--- config.mk ---
export PLATFORM = sky130hd
export DESIGN_NAME = hbs_ctrl
export DESIGN_NICKNAME = d
export VERILOG_FILES = /design/src/rtl/core/hbs_pkg.sv /design/src/rtl/core/hbs_ctrl.sv
export SDC_FILE = /design/constraint.sdc
export NUM_CORES = 1
export LEC_CHECK = 0
export BUFFER_PORTS_ARGS = -buffer_cell sky130_fd_sc_hd__buf_2
export CAP_MARGIN = 15
export CORE_AREA = 3 3 40 42
export CTS_CLUSTER_DIAMETER = 60
export DETAILED_ROUTE_END_ITERATION = 8
export DIE_AREA = 0 0 43 45
export GPL_TIMING_DRIVEN = 0
export PLACE_DENSITY = 0.74
export SLEW_MARGIN = 25
export SYNTH_ARGS = -nofsm -noshare
export SYNTH_HDL_FRONTEND = slang
export SYNTH_SLANG_ARGS = --single-unit
export TNS_END_PERCENT = 50
--- constraint.sdc ---
create_clock -name i_clk -period 1.66 [get_ports i_clk]
set_clock_uncertainty 0.1 [all_clocks]
set_input_delay 0.166 -clock i_clk [delete_from_list [all_inputs] [get_ports i_clk]]
set_output_delay 0.166 -clock i_clk [all_outputs]
set_load 0.01 [all_outputs]
--- src/rtl/core/hbs_pkg.sv ---
`default_nettype none

package hbs_pkg;

    // Grid store geometry
    localparam int MAX_COLUMNS = 256;
    localparam int MAX_ROWS    = 256;
    localparam int COL_W       = $clog2(MAX_COLUMNS);
    localparam int ROW_W       = $clog2(MAX_ROWS);
    localparam int GW_W        = $clog2(MAX_COLUMNS + 1);
    localparam int GH_W        = $clog2(MAX_ROWS + 1);
    localparam int ADDR_W      = $clog2(MAX_COLUMNS * MAX_ROWS);

    // Field widths
    localparam int KIND_W      = 2;
    localparam int FIELD_CR_W  = 8;
    localparam int COORD_W     = 17;
    localparam int HEIGHT_W    = 16;
    localparam int OUT_W       = 32;
    localparam int FRAC_W      = 16;
    localparam int CFG_IDX_W   = 2;
    localparam int CFG_DATA_W  = 9;

    // Arithmetic widths
    localparam int XS_W        = FRAC_W + COL_W;
    localparam int YS_W        = FRAC_W + ROW_W;
    localparam int WGT_W       = FRAC_W + 1;
    localparam int HSUM_W      = HEIGHT_W + FRAC_W;
    localparam int ACC_W       = HSUM_W + FRAC_W;

    localparam logic [COORD_W-1:0] ONE_Q16 = COORD_W'(1) << FRAC_W;

    // Configuration register indexes
    localparam logic [CFG_IDX_W-1:0] CFG_GRID_WIDTH  = CFG_IDX_W'(0);
    localparam logic [CFG_IDX_W-1:0] CFG_GRID_HEIGHT = CFG_IDX_W'(1);

    // Item kinds
    typedef logic [KIND_W-1:0] t_kind;
    localparam t_kind KIND_LOAD   = 2'd0;
    localparam t_kind KIND_POINT  = 2'd1;
    localparam t_kind KIND_SAMPLE = 2'd2;

    typedef enum logic [3:0] {
        S_IDLE,
        S_DECODE,
        S_SCALE,
        S_RD0,
        S_RD1,
        S_RD2,
        S_RD3,
        S_MAC,
        S_VACC,
        S_EMIT
    } t_state;

    typedef enum logic [2:0] {
        ADDR_POINT,
        ADDR_00,
        ADDR_10,
        ADDR_01,
        ADDR_11
    } t_addr_sel;

    typedef enum logic [1:0] {
        RES_FLAG,
        RES_POINT,
        RES_SAMPLE
    } t_res_sel;

    // Controller to datapath
    typedef struct packed {
        logic      capture;
        logic      wr_en;
        logic      rd_en;
        t_addr_sel addr_sel;
        logic      scale_en;
        logic      mac_en;
        logic      mac_first;
        logic      mac_wsel;
        logic      vacc_en;
        logic      vacc_first;
        logic      vacc_wsel;
        logic      out_load;
        t_res_sel  res_sel;
    } t_dp_cmd;

    // Datapath to controller
    typedef struct packed {
        t_kind kind;
        logic  in_grid;
        logic  sample_bad;
    } t_dp_status;

endpackage

`default_nettype wire

--- src/rtl/core/hbs_ctrl.sv ---
`default_nettype none

module hbs_ctrl (
    input  wire                   i_clk,
    input  wire                   i_rst_n,
    input  wire                   i_in_valid,
    output logic                  o_in_ready,
    output logic                  o_out_valid,
    input  wire                   i_out_ready,
    input  wire hbs_pkg::t_dp_status i_status,
    output hbs_pkg::t_dp_cmd      o_cmd
);

    hbs_pkg::t_state   r_state, n_state;
    hbs_pkg::t_res_sel r_sel, n_sel;
    logic              r_out_valid, n_out_valid;

    // State, result select and output valid
    always_ff @(posedge i_clk) begin
        if (!i_rst_n) begin
            r_state     <= hbs_pkg::S_IDLE;
            r_sel       <= hbs_pkg::RES_FLAG;
            r_out_valid <= 1'b0;
        end else begin
            r_state     <= n_state;
            r_sel       <= n_sel;
            r_out_valid <= n_out_valid;
        end
    end

    // Next state and commands
    always_comb begin
        n_state    = r_state;
        n_sel      = r_sel;
        o_in_ready = 1'b0;
        o_cmd      = '0;
        o_cmd.addr_sel = hbs_pkg::ADDR_POINT;
        o_cmd.res_sel  = r_sel;

        unique case (r_state)
            hbs_pkg::S_IDLE: begin
                o_in_ready = 1'b1;
                if (i_in_valid) begin
                    o_cmd.capture = 1'b1;
                    n_state       = hbs_pkg::S_DECODE;
                end
            end
            hbs_pkg::S_DECODE: begin
                unique case (i_status.kind)
                    hbs_pkg::KIND_LOAD: begin
                        o_cmd.wr_en = 1'b1;
                        n_state     = hbs_pkg::S_IDLE;
                    end
                    hbs_pkg::KIND_POINT: begin
                        if (i_status.in_grid) begin
                            o_cmd.rd_en = 1'b1;
                            n_sel       = hbs_pkg::RES_POINT;
                        end else begin
                            n_sel = hbs_pkg::RES_FLAG;
                        end
                        n_state = hbs_pkg::S_EMIT;
                    end
                    hbs_pkg::KIND_SAMPLE: begin
                        if (i_status.sample_bad) begin
                            n_sel   = hbs_pkg::RES_FLAG;
                            n_state = hbs_pkg::S_EMIT;
                        end else begin
                            o_cmd.scale_en = 1'b1;
                            n_state        = hbs_pkg::S_RD0;
                        end
                    end
                    default: begin
                        n_state = hbs_pkg::S_IDLE;
                    end
                endcase
            end
            hbs_pkg::S_RD0: begin
                o_cmd.rd_en    = 1'b1;
                o_cmd.addr_sel = hbs_pkg::ADDR_00;
                n_state        = hbs_pkg::S_RD1;
            end
            hbs_pkg::S_RD1: begin
                o_cmd.rd_en     = 1'b1;
                o_cmd.addr_sel  = hbs_pkg::ADDR_10;
                o_cmd.mac_en    = 1'b1;
                o_cmd.mac_first = 1'b1;
                n_state         = hbs_pkg::S_RD2;
            end
            hbs_pkg::S_RD2: begin
                o_cmd.rd_en    = 1'b1;
                o_cmd.addr_sel = hbs_pkg::ADDR_01;
                o_cmd.mac_en   = 1'b1;
                o_cmd.mac_wsel = 1'b1;
                n_state        = hbs_pkg::S_RD3;
            end
            hbs_pkg::S_RD3: begin
                // upper row done: weight it while the lower row starts
                o_cmd.rd_en      = 1'b1;
                o_cmd.addr_sel   = hbs_pkg::ADDR_11;
                o_cmd.mac_en     = 1'b1;
                o_cmd.mac_first  = 1'b1;
                o_cmd.vacc_en    = 1'b1;
                o_cmd.vacc_first = 1'b1;
                n_state          = hbs_pkg::S_MAC;
            end
            hbs_pkg::S_MAC: begin
                o_cmd.mac_en   = 1'b1;
                o_cmd.mac_wsel = 1'b1;
                n_state        = hbs_pkg::S_VACC;
            end
            hbs_pkg::S_VACC: begin
                o_cmd.vacc_en   = 1'b1;
                o_cmd.vacc_wsel = 1'b1;
                n_sel           = hbs_pkg::RES_SAMPLE;
                n_state         = hbs_pkg::S_EMIT;
            end
            hbs_pkg::S_EMIT: begin
                // wait for the output register to free up
                if (!r_out_valid || i_out_ready) begin
                    o_cmd.out_load = 1'b1;
                    n_state        = hbs_pkg::S_IDLE;
                end
            end
            default: begin
                n_state = hbs_pkg::S_IDLE;
            end
        endcase
    end

    // Output valid: set on load, cleared on transfer
    always_comb begin
        if (o_cmd.out_load) begin
            n_out_valid = 1'b1;
        end else if (i_out_ready) begin
            n_out_valid = 1'b0;
        end else begin
            n_out_valid = r_out_valid;
        end
    end

    assign o_out_valid = r_out_valid;

`ifndef ASSERT_OFF
    a_no_overwrite: assert property (@(posedge i_clk) disable iff (!i_rst_n)
        o_cmd.out_load |-> (!r_out_valid || i_out_ready))
        else $error("result register overwritten before transfer");

    a_capture_decode: assert property (@(posedge i_clk) disable iff (!i_rst_n)
        (i_in_valid && o_in_ready) |=> (r_state == hbs_pkg::S_DECODE))
        else $error("accepted item not decoded");

    a_valid_fall: assert property (@(posedge i_clk) disable iff (!i_rst_n)
        $fell(r_out_valid) |-> $past(i_out_ready))
        else $error("result dropped without transfer");

    a_emit_sample: assert property (@(posedge i_clk) disable iff (!i_rst_n)
        (r_state == hbs_pkg::S_VACC) |=>
            (r_state == hbs_pkg::S_EMIT && r_sel == hbs_pkg::RES_SAMPLE))
        else $error("sample result select lost");
`endif

endmodule

`default_nettype wire

Word-level counts from Yosys, hierarchy flattened
Cells that the tools add are included.

Register bits: 7. Input bits: 8. Output and inout bits: 18.

Equality and inequality tests: 14. Mux-type cells: 31. Reductions and logical operators: 13.

Operators by type and width (number): 4-bit one-hot mux with 9 select lines (1); 1-bit two-way mux (21); 4-bit by 3-bit == test with 1-bit output (second input constant) (4); 4-bit two-way mux (3); 3-bit one-hot mux with 4 select lines (1); 4-bit == test (second input constant) (2); 2-bit one-hot mux with 2 select lines (2); 4-bit one-hot mux with 2 select lines (1); 4-bit OR reduction (2); 2-bit OR reduction (3); 4-bit by 1-bit == test with 1-bit output (second input constant) (1); 4-bit by 2-bit == test with 1-bit output (second input constant) (1); 4-bit logical NOT (1); 2-bit != test (second input constant) (2); 2-bit nonzero test (2); 3-bit by 1-bit != test with 1-bit output (second input constant) (1); 3-bit != test (second input constant) (1); 3-bit AND reduction (1); 2-bit by 1-bit == test with 1-bit output (second input constant) (1); 2-bit == test (second input constant) (1); 2-bit logical NOT (1); 2-bit two-way mux (1); 1-bit one-hot mux with 2 select lines (1); 2-bit AND reduction (1); other kinds (2) (2).

Longest topological paths before layout
Gate-level depths: netlist of the first run.

Word-level depth: 5. Gate-level depth with buffers: 5. Gate-level depth less buffers: 5.

Least setup slack after synthesis of the first run
OpenSTA, ideal clock, no wires.

Path type: register to output. From: reg r_state[2]. To: out o_cmd[15] in the netlist's numbering. Arrival time: 1.297 ns. Required time: 1.394 ns. Setup slack: 0.097 ns. Stages on the path, launching flop included: 4. Path buffers: 1. Cells stage by stage: dfxtp_1 clkbuf_1 nor4_1 and2_1.

RTL lines: from (decl) (RTL line hbs_ctrl.sv:14) `hbs_pkg::t_state r_state, n_state;`; from (signal assigned) (RTL line hbs_ctrl.sv:21) `r_state <= hbs_pkg::S_IDLE;`; from (signal assigned) (RTL line hbs_ctrl.sv:25) `r_state <= n_state;`; to (decl) (RTL line hbs_ctrl.sv:11) `output hbs_pkg::t_dp_cmd o_cmd`.

==> results.json, run 1 <==
{
  "status": "complete, but fails checks",
  "final_cells": 119,
  "arrival_ns": 1.43,
  "drt_iter0_drc": 5,
  "synth-main-ff-cell": "dfxtp_1",
  "vias_per_cell": 5.08,
  "grt_pass1_vias": 526,
  "cp_max_fo": 6,
  "yosysWarnings": 0,
  "pin_count": 26,
  "cts_hold_buf": 0,
  "cts_tree": "yes",
  "rsz0062_at_grt": "yes",
  "irDropWorstVdd_uv": 418,
  "n_antenna_cell": 0,
  "yosys_register_bits": 7,
  "htreeDepth": 1,
  "synth_edf_count": 0,
  "ant_nets": 0,
  "fin_total_pwr_w": 0.000444,
  "synth_nets": 84,
  "p_leak_nw": 0.412,
  "setup_viol_count_final": 3,
  "violations": "setup timing",
  "numCtsBuffers": 3,
  "report.final.hold_viol_count": 0,
  "via_count": 605,
  "yosys.area.top_type": "dfxtp_1",
  "syn_inst": 73,
  "routed_wirelength_mm": 1.33,
  "layout-drive-gt1-share": 0.471,
  "wl_per_cell_um": 11.2,
  "period_needed_ns": 1.70,
  "grt_pass1_wl_mm": 2.21,
  "nFillCells": 112,
  "criticalPathCategory": "register to output port",
  "cp-end-kind": "output port",
  "fp.dieH_um": 45,
  "r2r-start": "r_state[2]",
  "critPathSlowestCell": "or4b_4",
  "port_buffers": 25,
  "clock_latency_ns": 0.25,
  "hold_path_class": "primary input to register",
  "die_area_um2": 1940,
  "antenna_found_initial": 0,
  "rows": 13,
  "synth_top_cell_area_share": 0.246,
  "fin_util": 0.637,
  "async_flop_share": 0,
  "syn2layout_area_growth_pct": 43.7,
  "hpwlAfterDp_um": 989,
  "die_w_um": 43,
  "gp_congestion": 0.776,
  "hold_start": "i_rst_n",
  "critPathLaunch": "r_state[2]",
  "dr.pass1.iters": 4,
  "synth_area_um2": 569,
  "start_util": 0.443,
  "fin_ws_ns": -0.0390,
  "slew_viol_final": 0,
  "grt.total_usage": 0.155,
  "worst_path_largest_cell_delay_ns": 0.54,
  "power_density_nw_per_um2": 543,
  "path_cells": "or4b_4 -> nor3b_2 -> buf_2",
  "path_clk_slew_ns": 0.05,
  "max_freq_mhz": 589,
  "grt-ovfl-total": 0,
  "max-slew-margin-rel": 0.817,
  "critPathLaunchType": "register",
  "syn_area_per_cell_um2": 7.80,
  "grt_max_degree": 11,
  "dp.cells": 113,
  "cp_data_required_time_ns": 1.39,
  "synth.area.top_cells": "dfxtp_1 25%, ha_1 6.6%, nor2_1 5.9%",
  "clock_sinks": 7,
  "cap_violations": 0,
  "finalNetCount": 116,
  "tightest_slew_ns": 0.270,
  "drc": 0,
  "min_period_over_period": 1.02,
  "fp.coreArea_um2": 1280,
  "cts.path.max_buffers": 2,
  "clockRootBuffer": "clkbuf_4",
  "synthDistinctLibCells": 30,
  "synth_seq_area_share": 0.246
}
-- cells in the mapped netlist, types with 2 or more instances --
master,instances
nor4_1,2
nand2b_1,5
ha_1,3
nor3b_1,3
o21ai_0,2
xor2_1,2
o31a_1,2
and2_1,4
dfxtp_1,7
nand2_1,3
a21boi_0,2
buf_4,2
clkbuf_1,3
a21oi_1,5
inv_1,5
nor2_1,9
-- registers in the layout, summed over array words and instances, names as in the netlist --
| signal | count |
|---|---|
| r_state | 4 |
| r_sel | 2 |
| o_out_valid | 1 |
-- routing by layer --
| layer | routed length (um) | global-route usage |
|---|---|---|
| met3 | 115 | 0.0717 |
| met1 | 599 | 0.189 |
| met2 | 603 | 0.243 |
| met5 | 0 | 0 |
| met4 | 8 | 0.0542 |
-- cell families after synthesis --
logic type | after synthesis | share of synthesized area
buffers and inverters | 11 | 0.0879
muxes | 1 | 0.0176
and+or+nand+nor | 33 | 0.360
AOI/OAI and AO/OA | 15 | 0.176
xor gates and xnor gates | 3 | 0.0462
DFF | 7 | 0.246
adders and majority gates | 3 | 0.0659
-- final cells by class --
cell class / instances / area, um^2 / area share
inverter: 5 / 18.8 / 0.0229
sequential: 7 / 148 / 0.180
multi-input combinational: 55 / 405 / 0.495
clock buffer: 4 / 26.3 / 0.0321
tap: 15 / 18.8 / 0.0229
buffer: 6 / 48.8 / 0.0596
timing repair buffer: 27 / 153 / 0.187
-- report_power, final --
| part | leakage [nW] | internal, W | total (W) | switching (W) |
|---|---|---|---|---|
| clock | 0.0150 | 0.0000918 | 0.000156 | 0.0000638 |
| sequential | 0.0589 | 0.000174 | 0.000181 | 0.00000680 |
| combinational | 0.338 | 0.0000567 | 0.000108 | 0.0000509 |
| total | 0.412 | 0.000322 | 0.000444 | 0.000122 |
-- path summary, 6_finish.rpt --
path | endpoint | slack (ns) | cells after the start
setup / recovery | o_cmd[9] | -0.04 | 3
hold / removal | r_state[0] | 0.08 | 2
setup reg to reg | r_sel[0] | -0.01 | 4
hold reg to reg | r_sel[1] | 0.38 | 2
-- metrics by stage --
step / TNS [ns] / hold WS, ns / cell area (um^2) / setup WS [ns]
final: -0.0527 / 0.0846 / 818 / -0.0390
after global routing: -0.623 / 0.0855 / 818 / -0.103
after CTS: -0.130 / 0.0723 / 805 / -0.0609
after detailed placement: -0.0410 / 0.348 / 713 / -0.0410
after global placement: -0.0290 / 0.347 / 713 / -0.0290
after floorplan: 0 / 0.182 / 569 / 0.0965
-- placed cells by master (no fill, tap or decap), types with 2 or more instances in the layout --
cell      count
buf_2        25
nor2_1        8
clkbuf_4      6
nand2b_1      5
and2_1        4
a21oi_1       4
inv_1         3
nand2_1       3
ha_1          3
buf_4         3
dfxtp_1       3
dfxtp_2       3
or4b_4        2
inv_2         2
nor3b_1       2
o21ai_0       2
xor2_1        2
o31a_1        2
a21boi_0      2
-- repair_timing --
action / CTS / global route
buffers inserted: 2 / 0
resized for setup: 15 / 8
endpoints found under the setup margin: 10 / 12
pin swaps: 1 / 1
-- worst max-delay path, delay by kind of cell, from the launching register on --
kind,cells,cell delay (ns)
flip-flops,1,0.34
AND/OR/NAND/NOR,2,0.70
buffers and inverters,1,0.14
(Power assumes the default switching activity.)
==> run 2: changes to the inputs <==
- MAX_ROUTING_LAYER: not set -> met4
- PLACE_DENSITY: 0.74 -> 0.81
==> run 2 against run 1 <==
Sequential power about the same. Critical path depth unchanged. The run still ends with setup timing left. Total power increased by 0.50%. Maximum frequency decreased by 0.44%. First-iteration DRC count increased by 60%. Non-clock buffer count increased by 1.
==> results.json, run 2 (same netlist as run 1, synthesis figures left out) <==
{
  "fp.dieH_um": 45,
  "start_util": 0.443,
  "numCtsBuffers": 3,
  "tns_ns": -0.0822,
  "antenna_found_initial": 0,
  "syn2layout_area_growth_pct": 40.7,
  "layout_common_cells": "26 x buf_2, 9 x nor2_1, 5 x nand2b_1, 5 x a21oi_1, 5 x buf_4",
  "status": "complete, but fails checks",
  "port_buffers": 25,
  "reg2reg_depth": 4,
  "vias_per_cell": 5.18,
  "ant_nets": 0,
  "largest_reg_flops": 4,
  "pin_count": 26,
  "cp_max_fo": 5,
  "clock_latency_ns": 0.26,
  "cts_hold_buf": 0,
  "via_count": 621,
  "regMostFlops": "r_state",
  "power_density_nw_per_um2": 557,
  "min_period_over_period": 1.03,
  "period_needed_ns": 1.71,
  "drt_iter0_drc": 8,
  "criticalPathCategory": "register to output port",
  "hpwlAfterDp_mm": 1.01,
  "hold_path_class": "primary input to register",
  "htreeDepth": 1,
  "routed_wirelength_mm": 1.44,
  "gp_congestion": 0.856,
  "n_antenna_cell": 0,
  "max_freq_mhz": 586,
  "layout-drive-gt1-share": 0.438,
  "cts_tree": "yes",
  "grt-ovfl-total": 0,
  "clock_sinks": 7,
  "grt_pass1_vias": 532,
  "cts.path.max_buffers": 2,
  "tightest_slew_ns": 0.263,
  "fin_ws_ns": -0.0465,
  "finalNetCount": 117,
  "wl_per_cell_um": 12.0,
  "rows": 13,
  "grt.total_usage": 0.152,
  "reg2reg_slack_ns": -0.04,
  "fin_total_pwr_w": 0.000446,
  "violations": "setup timing",
  "die_w_um": 43,
  "layout_commonest_cell": "buf_2",
  "report.final.hold_viol_count": 0,
  "slew_viol_final": 0,
  "hold_slack_ns": 0.0828,
  "cp-end-kind": "output port",
  "critPathLaunchType": "register",
  "fp.coreArea_um2": 1280,
  "grt_max_degree": 11,
  "clockRootBuffer": "clkbuf_4",
  "holdPathStages": 3,
  "drc": 0,
  "setup_viol_count_final": 2,
  "p_leak_nw": 0.418,
  "cp_data_required_time_ns": 1.39,
  "rsz0062_at_grt": "yes",
  "nFillCells": 122,
  "max-slew-margin-rel": 0.823,
  "cap_violations": 0,
  "die_area_um2": 1940,
  "irDropWorstVdd_uv": 434,
  "path_clk_slew_ns": 0.06,
  "arrival_ns": 1.44,
  "dr.pass1.iters": 4,
  "grt_pass1_wl_mm": 2.16
}
==> run 2: area by class of cell <==
cell class	instances	area, um^2	share of cell area
multi-input cells	55	394	0.492
repair buffers	29	161	0.202
flip-flops and latches	7	148	0.184
plain buffers	5	33.8	0.0422
clock buffers	4	26.3	0.0328
inverters	5	18.8	0.0234
well taps	15	18.8	0.0234
==> run 2: report_power, final <==
group	internal, W	total, W	switching (W)	leakage (nW)
Clock	0.0000921	0.000161	0.0000689	0.0150
Sequential	0.000174	0.000180	0.00000656	0.0589
Combinational	0.0000541	0.000105	0.0000507	0.344
==> run 2: worst max-delay path: stages, from the launching register on <==
cell and delay, ns:
dfxtp_2 0.34, or4b_4 0.55, nor3b_2 0.16, buf_2 0.14
==> run 2: final timing paths <==
path                            startpoint  endpoint
worst max-delay path            r_state[2]  o_cmd[9]
worst min-delay path               i_rst_n  r_sel[0]
worst max register to register  r_state[2]  r_sel[0]
worst min register to register    r_sel[0]  r_sel[0]
==> run 2: timing repair <==
item	CTS	global route
setup buffers	2	2
gates cloned	0	0
hold endpoints to repair	0	0
pin swaps	1	0
resized for setup	13	4
setup endpoints to repair	10	10
==> run 2: through the flow <==
stage           util  worst slack (ns)  instances  instance area, um^2
3_3_place_gp   0.555           -0.0150        113                  713
5_1_grt        0.623            -0.138        120                  801
6_report       0.623           -0.0465        120                  801
3_5_place_dp   0.555           -0.0271        113                  713
4_1_cts        0.608           -0.0558        119                  781
2_1_floorplan      -            0.0965         73                  569
==> run 2: metal layers <==
metal,vias to the layer above,track usage,part of all wire
met5,-,-,0
met4,0,0.0542,0.014
met3,2,0.0478,0.059
met2,22,0.263,0.51
met1,280,0.164,0.42
li1,317,-,-
